==> src/hw/rtl/urs_pkg.sv <==
`default_nettype none

package urs_pkg;

  // Default width of the elapsed tick counter.
  localparam int unsigned CounterBitsDef = 24;

  // Field widths.
  localparam int unsigned PulseW = 8;
  localparam int unsigned TimeoutW = 24;
  localparam int unsigned ScaleW = 16;
  localparam int unsigned WidthW = 24;
  localparam int unsigned DistW = 24;
  localparam int unsigned PhaseW = 2;
  localparam int unsigned CfgIdxW = 2;
  localparam int unsigned CfgDataW = 24;
  localparam int unsigned InDataW = 8;
  localparam int unsigned OutDataW = 56;

  // Fractional bits of the distance scale.
  localparam int unsigned ScaleFracBits = 16;

  // Register reset values.
  localparam logic [PulseW-1:0] PulseRst = PulseW'(10);
  localparam logic [TimeoutW-1:0] TimeoutRst = TimeoutW'(58309);
  localparam logic [ScaleW-1:0] ScaleRst = ScaleW'(11239);

  // Register indexes.
  localparam logic [CfgIdxW-1:0] RegPulse = 2'd0;
  localparam logic [CfgIdxW-1:0] RegTimeout = 2'd1;
  localparam logic [CfgIdxW-1:0] RegScale = 2'd2;

  // Phase codes.
  localparam logic [PhaseW-1:0] PhIdle = 2'd0;
  localparam logic [PhaseW-1:0] PhTrig = 2'd1;
  localparam logic [PhaseW-1:0] PhWait = 2'd2;
  localparam logic [PhaseW-1:0] PhMeas = 2'd3;

  // Result of one tick, before the distance is worked out.
  typedef struct packed {
    logic                    trigger_level;
    logic                    measure_done;
    logic                    have_measurement;
    logic [WidthW-1:0]       echo_width_us;
    logic [PhaseW-1:0]       phase;
  } tick_res_t;

endpackage

`default_nettype wire

==> src/hw/rtl/ultrasonic_range_sequencer.sv <==
// Trigger and echo timer for an ultrasonic rangefinder. Each input item is one
// microsecond tick carrying the sampled echo level; each accepted item yields
// exactly one result item with the trigger level, a capture pulse, the last echo
// width and the distance in millimetres. The block takes one item per clock
// cycle when the output side keeps up. Each result passes the first register
// stage, loaded on the accepting edge, which holds the phase and counter update,
// then the second, loaded when the output is free, which holds the 24x16
// distance multiply. The user must write configuration through the plain write
// port only while no items are in flight; the block itself does not enforce it.
`default_nettype none

module ultrasonic_range_sequencer #(
  parameter int unsigned COUNTER_BITS = urs_pkg::CounterBitsDef
) (
  input  wire logic                          clk_i,
  input  wire logic                          rst_ni,
  // Configuration write port.
  input  wire logic                          cfg_we_i,
  input  wire logic [urs_pkg::CfgIdxW-1:0]   cfg_idx_i,
  input  wire logic [urs_pkg::CfgDataW-1:0]  cfg_wdata_i,
  // Tick input; tdata: [0] echo_level, [7:1] zero.
  input  wire logic                          s_axis_tvalid,
  output      logic                          s_axis_tready,
  input  wire logic [urs_pkg::InDataW-1:0]   s_axis_tdata,
  // Results; tdata: [0] trigger_level, [1] measure_done, [2] have_measurement,
  // [26:3] echo_width_us, [50:27] distance_mm, [52:51] phase, [55:53] zero.
  output      logic                          m_axis_tvalid,
  input  wire logic                          m_axis_tready,
  output      logic [urs_pkg::OutDataW-1:0]  m_axis_tdata
);

  localparam int unsigned CmpW =
    (COUNTER_BITS > urs_pkg::TimeoutW) ? COUNTER_BITS : urs_pkg::TimeoutW;
  localparam int unsigned ProdW = urs_pkg::WidthW + urs_pkg::ScaleW;

  // Configuration registers.
  logic [urs_pkg::PulseW-1:0]   pulse_q;
  logic [urs_pkg::TimeoutW-1:0] timeout_q;
  logic [urs_pkg::ScaleW-1:0]   scale_q;

  always_ff @(posedge clk_i or negedge rst_ni) begin
    if (!rst_ni) begin
      pulse_q   <= urs_pkg::PulseRst;
      timeout_q <= urs_pkg::TimeoutRst;
      scale_q   <= urs_pkg::ScaleRst;
    end else if (cfg_we_i) begin
      unique case (cfg_idx_i)
        urs_pkg::RegPulse:   pulse_q   <= cfg_wdata_i[urs_pkg::PulseW-1:0];
        urs_pkg::RegTimeout: timeout_q <= cfg_wdata_i[urs_pkg::TimeoutW-1:0];
        urs_pkg::RegScale:   scale_q   <= cfg_wdata_i[urs_pkg::ScaleW-1:0];
        default: ;
      endcase
    end
  end

  // Pipeline handshake.
  logic s1_valid_q, out_valid_q;
  logic out_free, s1_free, in_acc;

  assign out_free      = !out_valid_q || m_axis_tready;
  assign s1_free       = !s1_valid_q || out_free;
  assign s_axis_tready = s1_free;
  assign in_acc        = s_axis_tvalid && s_axis_tready;

  // Sequencer state.
  logic [urs_pkg::PhaseW-1:0] phase_q, phase_d;
  logic [COUNTER_BITS-1:0]    elapsed_q, elapsed_d;
  logic [urs_pkg::WidthW-1:0] width_q, width_d;
  logic                       have_q, have_d;
  logic                       done_d;

  logic                    echo;
  logic [COUNTER_BITS-1:0] inc;
  logic [CmpW-1:0]         inc_x;
  logic                    over_timeout, over_pulse;

  assign echo = s_axis_tdata[0];

  // Saturating increment of the elapsed counter and its limit compares.
  always_comb begin
    inc          = (elapsed_q == {COUNTER_BITS{1'b1}}) ? elapsed_q : elapsed_q + 1'b1;
    inc_x        = CmpW'(inc);
    over_timeout = inc_x > CmpW'(timeout_q);
    over_pulse   = inc_x > CmpW'(pulse_q);
  end

  // Phase transitions for one tick.
  always_comb begin
    phase_d   = phase_q;
    elapsed_d = inc;
    width_d   = width_q;
    have_d    = have_q;
    done_d    = 1'b0;
    unique case (phase_q)
      urs_pkg::PhIdle: begin
        if (over_timeout) begin
          phase_d   = urs_pkg::PhTrig;
          elapsed_d = '0;
        end
      end
      urs_pkg::PhTrig: begin
        if (over_pulse) begin
          phase_d   = urs_pkg::PhWait;
          elapsed_d = '0;
        end
      end
      urs_pkg::PhWait: begin
        // A rising echo wins over the timeout on the same tick.
        priority if (echo) begin
          phase_d   = urs_pkg::PhMeas;
          elapsed_d = '0;
        end else if (over_timeout) begin
          phase_d   = urs_pkg::PhTrig;
          elapsed_d = '0;
        end
      end
      urs_pkg::PhMeas: begin
        if (!echo) begin
          width_d   = (inc_x > CmpW'({urs_pkg::WidthW{1'b1}})) ?
                      {urs_pkg::WidthW{1'b1}} : urs_pkg::WidthW'(inc_x);
          have_d    = 1'b1;
          done_d    = 1'b1;
          phase_d   = urs_pkg::PhTrig;
          elapsed_d = '0;
        end
      end
      default: ;
    endcase
  end

  always_ff @(posedge clk_i or negedge rst_ni) begin
    if (!rst_ni) begin
      phase_q   <= urs_pkg::PhIdle;
      elapsed_q <= '0;
      width_q   <= '0;
      have_q    <= 1'b0;
    end else if (in_acc) begin
      phase_q   <= phase_d;
      elapsed_q <= elapsed_d;
      width_q   <= width_d;
      have_q    <= have_d;
    end
  end

  // First stage: the tick result without the distance.
  urs_pkg::tick_res_t s1_q;

  always_ff @(posedge clk_i or negedge rst_ni) begin
    if (!rst_ni) begin
      s1_valid_q <= 1'b0;
    end else if (s1_free) begin
      s1_valid_q <= in_acc;
    end
  end

  always_ff @(posedge clk_i) begin
    if (in_acc) begin
      s1_q.trigger_level    <= (phase_d == urs_pkg::PhTrig);
      s1_q.measure_done     <= done_d;
      s1_q.have_measurement <= have_d;
      s1_q.echo_width_us    <= width_d;
      s1_q.phase            <= phase_d;
    end
  end

  // Second stage: distance multiply into the output register.
  logic [ProdW-1:0]          prod;
  urs_pkg::tick_res_t        out_q;
  logic [urs_pkg::DistW-1:0] dist_q;

  // The product of a 24-bit width and a Q0.16 scale, shifted, always fits 24 bits.
  assign prod = ProdW'(s1_q.echo_width_us) * ProdW'(scale_q);

  always_ff @(posedge clk_i or negedge rst_ni) begin
    if (!rst_ni) begin
      out_valid_q <= 1'b0;
    end else if (out_free) begin
      out_valid_q <= s1_valid_q;
    end
  end

  always_ff @(posedge clk_i) begin
    if (out_free && s1_valid_q) begin
      out_q  <= s1_q;
      dist_q <= prod[urs_pkg::ScaleFracBits +: urs_pkg::DistW];
    end
  end

  assign m_axis_tvalid = out_valid_q;
  assign m_axis_tdata  = {3'b000, out_q.phase, dist_q, out_q.echo_width_us,
                          out_q.have_measurement, out_q.measure_done,
                          out_q.trigger_level};

  // A capture always leaves a valid measurement and a fresh trigger behind.
  assert property (@(posedge clk_i) disable iff (!rst_ni)
    (in_acc && done_d) |=> (have_q && phase_q == urs_pkg::PhTrig))
    else $error("capture did not retrigger");

  // Once a measurement exists it never goes away.
  assert property (@(posedge clk_i) disable iff (!rst_ni) !$fell(have_q))
    else $error("measurement flag dropped");

  // The trigger pulse only ends by moving to the echo wait.
  assert property (@(posedge clk_i) disable iff (!rst_ni)
    (in_acc && phase_q == urs_pkg::PhTrig) |=>
      (phase_q == urs_pkg::PhTrig || phase_q == urs_pkg::PhWait))
    else $error("bad exit from trigger phase");

  // The sequencer state moves only on an accepted tick.
  assert property (@(posedge clk_i) disable iff (!rst_ni)
    !in_acc |=> ($stable(elapsed_q) && $stable(phase_q)))
    else $error("state changed without a tick");

  // A staged result is never overwritten while the output stalls.
  assert property (@(posedge clk_i) disable iff (!rst_ni)
    (s1_valid_q && !out_free) |=> (s1_valid_q && $stable(s1_q)))
    else $error("stage one lost an item");

endmodule

`default_nettype wire

==> config.mk <==
export PLATFORM = sky130hd
export DESIGN_NAME = ultrasonic_range_sequencer
export DESIGN_NICKNAME = d
export VERILOG_FILES = /design/src/hw/rtl/urs_pkg.sv /design/src/hw/rtl/ultrasonic_range_sequencer.sv
export SDC_FILE = /design/constraint.sdc
export NUM_CORES = 1
export LEC_CHECK = 0
export BUFFER_PORTS_ARGS = -buffer_cell sky130_fd_sc_hd__buf_2
export CAP_MARGIN = 20
export CORE_UTILIZATION = 65
export CTS_BUF_LIST = sky130_fd_sc_hd__clkbuf_4 sky130_fd_sc_hd__clkbuf_8 sky130_fd_sc_hd__clkbuf_16
export CTS_CLUSTER_SIZE = 12
export DETAILED_ROUTE_END_ITERATION = 10
export PLACE_DENSITY = 0.84
export SETUP_SLACK_MARGIN = 0.2
export SLEW_MARGIN = 10
export SYNTH_ARGS = -nofsm -noshare
export SYNTH_HDL_FRONTEND = slang
export SYNTH_SLANG_ARGS = --single-unit
export TNS_END_PERCENT = 5
==> constraint.sdc <==
create_clock -name clk_i -period 10.82 [get_ports clk_i]
set_input_delay 0 -clock clk_i [delete_from_list [all_inputs] [get_ports clk_i]]
set_output_delay 0 -clock clk_i [all_outputs]
set_load 0.05 [all_outputs]
## After elaboration in Yosys (flattened, before gate mapping)

Index checks and enable logic that the tools add are counted.

| storage, ports and cells | value |
|---|---|
| register bits after elaboration | 183 |
| input port bits | 39 |
| output and inout bits | 58 |
| word-level logic and storage cells | 60 |

| operators by class | value |
|---|---|
| add/subtract/negate cells | 1 |
| multiply operators | 1 |
| order comparisons | 3 |
| equality and inequality tests | 7 |
| mux-type cells | 17 |
| reductions and logical operators | 11 |

Operators by type and width:

| operator | count |
|---|---|
| $mux W24 | 8 |
| $pmux W24 S4 | 1 |
| $mul A24 B16 Y40 | 1 |
| $add A24 B1 Y24 const B | 1 |
| $eq A24 B24 Y1 const B | 1 |
| $gt A24 B24 Y1 | 1 |
| $gt A24 B24 Y1 const B | 1 |
| $gt A24 B8 Y1 | 1 |
| $mux W2 | 4 |
| $pmux W2 S4 | 1 |
| $eq A2 B1 Y1 const B | 3 |
| $eq A2 B2 Y1 const B | 3 |
| $reduce_and A2 Y1 | 3 |
| $logic_not A2 Y1 | 2 |
| $mux W1 | 3 |
| $logic_and A1 B1 Y1 | 2 |
| $logic_not A1 Y1 | 2 |
| $logic_or A1 B1 Y1 | 2 |

## Logic depth before layout (Yosys ltp)

| logic depth | value |
|---|---|
| word-level depth | 7 |
| gate-level depth with buffers | 24 |
| depth with buffers taken out | 23 |

## Worst setup path before layout

OpenSTA, ideal clock, no wires.

| path | value |
|---|---|
| path kind | register to register |
| from | reg scale_q[1] in the netlist's numbering |
| to | reg dist_q[23] in the netlist's numbering, data pin |
| setup time | 0.260 ns |
| arrival time | 6.322 ns |
| data required time | 10.560 ns |
| slack | 4.238 ns |
| cell stages (with the launch flop) | 24 |
| path buffers | 1 |
| clock period less this slack | 6.582 ns |
| cells stage by stage | dfstp_2 clkbuf_1 nand2_1 fa_1 inv_1 fa_1 inv_1 fa_1 inv_1 fa_1 fa_1 inv_1 fa_1 inv_1 ha_1 a211oi_1 nand2_1 a2111oi_0 a21oi_1 a21oi_1 o211ai_1 a21boi_0 o221ai_1 xnor2_1 |

| on the way | value |
|---|---|
| word-level cells in the longest chain between the ends | 1 |

RTL lines:

| item | RTL line | source |
|---|---|---|
| from (decl) | ultrasonic_range_sequencer.sv:39 | `logic [urs_pkg::ScaleW-1:0] scale_q;` |
| from (signal assigned) | ultrasonic_range_sequencer.sv:45 | `scale_q <= urs_pkg::ScaleRst;` |
| from (signal assigned) | ultrasonic_range_sequencer.sv:50 | `urs_pkg::RegScale: scale_q <= cfg_wdata_i[urs_pkg::ScaleW-1:0];` |
| $mul A24 B16 Y40 | ultrasonic_range_sequencer.sv:172 | `assign prod = ProdW'(s1_q.echo_width_us) * ProdW'(scale_q);` |
| named net prod[39] | ultrasonic_range_sequencer.sv:167 | `logic [ProdW-1:0] prod;` |
| to (signal assigned) | ultrasonic_range_sequencer.sv:185 | `dist_q <= prod[urs_pkg::ScaleFracBits +: urs_pkg::DistW];` |
| to (decl) | ultrasonic_range_sequencer.sv:169 | `logic [urs_pkg::DistW-1:0] dist_q;` |

The timed path passes the listed nets, and every way through them passes these cells.
A chain may end at the register's enable or synchronous reset.

## Final worst setup path

| path | value |
|---|---|
| from | reg scale_q[4] in the netlist's numbering |
| to | reg dist_q[22] in the netlist's numbering, data pin |

The elaborated chain is that of the path after synthesis.

==> summary.txt <==
Status
  – Status: finished, final reports clean

Yosys
  – Synthesized area per cell: 9.732 um^2
  – Mapped Area: 20080 um^2
  – Synth Flop Type: edfxtp_1
  – EDFF count, synth: 82
  – Synth Area in Compound Gates: 0.06699
  – Main combinational cell family by area after synthesis: adder cells
  – Simple-Gate Fraction of Synth Area: 0.1544
  – Ys async rst share: 0.5519
  – Synth cell types: 69
  – Yosys reg bits: 183
  – Sequential fraction of the synthesis area: 0.2498
  – Cells after synthesis: 2063
  – Fraction of synthesized cell area in xor and xnor cells: 0.01701
  – Adder-cell area share of the yosys netlist: 0.3926
  – Mux contribution to synthesized area: 0.02349
  – Yosys Warn Count: 0

Global route
  – Initial antenna violation count: 0
  – Largest net degree at the start of global routing: 52
  – First-pass GRT wire length: 79640 um
  – Total grt overflow: 0
  – Gr usage total: 0.3300
  – Vias in the first global route: 15850

STA
  – FMAX: 126.4 MHz
  – Final Max Tran Viols: 0
  – Worst slew margin: 0.3413
  – Final setup TNS: 0 ns
  – Final worst slack: 2.909 ns
  – Final setup vio count: 0
  – Final worst-path cycle share: 0.7311
  – Tightest Pin Transition: 0.9850 ns
  – Final hold vios: 0
  – RSZ-0062 raised after global routing: no
  – Period minus WS final: 7.911 ns
  – Clock skew: 0.01741 ns

Die
  – Core box area: 30030 um^2
  – Die width: 177.7 um
  – Die ar.: 31590 um^2
  – Initial Util: 0.6685
  – I/O pin count: 97
  – Die height: 177.7 um
  – Row Count: 63

Clock tree
  – Worst-skew pair later-pin latency: 0.46 ns
  – CTS Root Cell: clkbuf_16
  – Htree depth: 4
  – CTS tree: yes
  – Clock Path Buffers: 2
  – CTS Buf Count: 17
  – Sinks on Clock Net: 183
  – Reg clk slew, reported paths: 0.07 ns
  – Post-CTS setup buffer count: 0

Setup path
  – Critical Path End Type: flip-flop
  – Setup CP Type: reg -> reg
  – WP data required: 11.09 ns
  – Critical Path AT: 8.18 ns
  – Crit Path Max Fanout: 25
  – FF-to-FF path depth: 22
  – Setup crit start kind: flip-flop

Drt
  – Drt wl/cell: 19.19 um
  – Post-route DRC: 0
  – Final ANT Viol Nets: 0
  – Routed WL: 48570 um
  – DR pass1 iterations: 6
  – Vias: 15110
  – Initial detailed-routing violation count: 1546
  – Via density: 5.971

Place
  – RePlAce Congestion: 0.9034
  – DP Worst Slack: 3.042 ns
  – Inst Count DP: 2468
  – DP Wirelength: 34280 um
  – Port Buffers: 86

Hold path
  – Worst hold path depth: 5
  – Worst Hold Class: in -> reg

Final layout
  – Diode count: 0
  – Layout cells sized above 1: 0.1014
  – P&R area growth vs syn: 8.114%
  – Number of fill cells in the layout: 1990
  – Post-route insts no fill: 2531
  – Multi-input gate area: 13150 um^2
  – Register area: 5016 um^2
  – Final net count: 2614
  – Post-layout util: 0.7227

Run
  – Max-cap violations: 0
## area by class of cell
| class | instances | share of cell area |
|---|---|---|
| Multi-Input combinational cell | 1381 | 0.6059 |
| Sequential cell | 183 | 0.2311 |
| Inverter | 414 | 0.07159 |
| Timing Repair Buffer | 131 | 0.03989 |
| Tap cell | 390 | 0.02248 |
| Clock buffer | 18 | 0.02075 |
| Clock inverter | 14 | 0.008243 |
## Yosys cell counts, types with 6 or more instances
master,count,area share
inv_1,413,0.077
nand2_1,329,0.062
fa_1,305,0.30
and2_1,169,0.053
ha_1,142,0.088
o21ai_0,98,0.024
edfxtp_1,82,0.12
dfrtp_1,80,0.10
clkbuf_1,76,0.014
mux2_2,41,0.023
a21oi_1,39,0.0097
nor2_1,29,0.0054
xnor2_1,25,0.011
nand4_1,22,0.0069
dfstp_2,21,0.027
nand3_1,20,0.0050
a21o_1,16,0.0060
xor2_1,14,0.0061
nor4_1,8,0.0025
nand2b_1,7,0.0022
nor3_1,7,0.0017
o21ai_2,7,0.0031
and3_1,6,0.0019
and4_1,6,0.0026
## through the flow
step	hold slack (ns)	cell area (um^2)
3_5_place_dp	0.06488	20750
5_1_grt	0.05754	21710
3_3_place_gp	0.06661	20750
4_1_cts	0.01194	21680
6_report	0.01745	21710
2_1_floorplan	-0.2956	20080
## registers in the layout, summed over array words and instances (netlist names), 2 cells and up
name	count
dist_q	24
m_axis_tdata	29
timeout_q	24
pulse_q	8
s1_q	29
elapsed_q	24
scale_q	16
width_q	24
phase_q	2
## what timing repair did
| item | CTS | global route |
|---|---|---|
| resized for setup | 0 | 0 |
| endpoints found under the hold margin | 102 | 0 |
| hold buffers | 30 | 0 |
## cell usage in the layout (no fill, tap or decap), types with 30 or more instances in the layout
cell type / Yosys / final
dlygate4sd3_1: 0 / 30
edfxtp_1: 82 / 82
inv_1: 413 / 413
mux2_2: 41 / 41
a21oi_1: 39 / 39
dfrtp_1: 80 / 80
ha_1: 142 / 142
fa_1: 305 / 305
nand2_1: 329 / 329
o21ai_0: 98 / 98
buf_2: 5 / 85
and2_1: 169 / 168
## worst max-delay path: stages, from the launching register on
cell	delay, ns
dfrtp_1	0.99
nand2_1	0.19
fa_1	0.57
inv_1	0.05
fa_1	0.47
inv_1	0.06
fa_1	0.52
inv_1	0.07
fa_1	0.46
fa_1	0.52
inv_1	0.05
fa_1	0.47
inv_1	0.05
ha_1	0.32
a211oi_1	0.35
nand2_1	0.11
a2111oi_0	0.41
a21oi_1	0.29
a21oi_1	0.60
o211ai_1	0.20
a21boi_0	0.45
o21ai_0	0.19
a221oi_1	0.32
## routing by layer
layer,GRT usage,wire [um],share of wire,vias to the layer above
met5,0,0,0,-
met4,0.1460,1887,0.039,0
met3,0.04756,4065,0.084,151
met2,0.5592,24570,0.51,812
met1,0.4229,18050,0.37,7597
li1,-,-,-,6553
## path summary, 6_finish.rpt
path | to | startpoint | slack (ns)
max | dist_q[22] | scale_q[4] | 2.91
min | pulse_q[3] | cfg_idx_i[1] | 0.02
max reg2reg | dist_q[22] | scale_q[4] | 2.91
min reg2reg | m_axis_tdata[0] | s1_q[28] | 0.43
max in group asynchronous | elapsed_q[23] | rst_ni | 9.59
min in group asynchronous | phase_q[1] | rst_ni | 0.11
## kinds of logic (layout without fill, tap and decap cells)
group | after synthesis | in the layout
and+or+nand+nor | 632 | 632
buffers and inverters | 501 | 577
adders and majority gates | 447 | 447
AOI/OAI and AO/OA | 218 | 218
DFF | 183 | 183
muxes | 42 | 42
xor gates and xnor gates | 39 | 39
other | 1 | 3
Power is left out: the tool's default activity adds up to more than one toggle a clock period on the data nets, which glitch-free logic cannot reach.
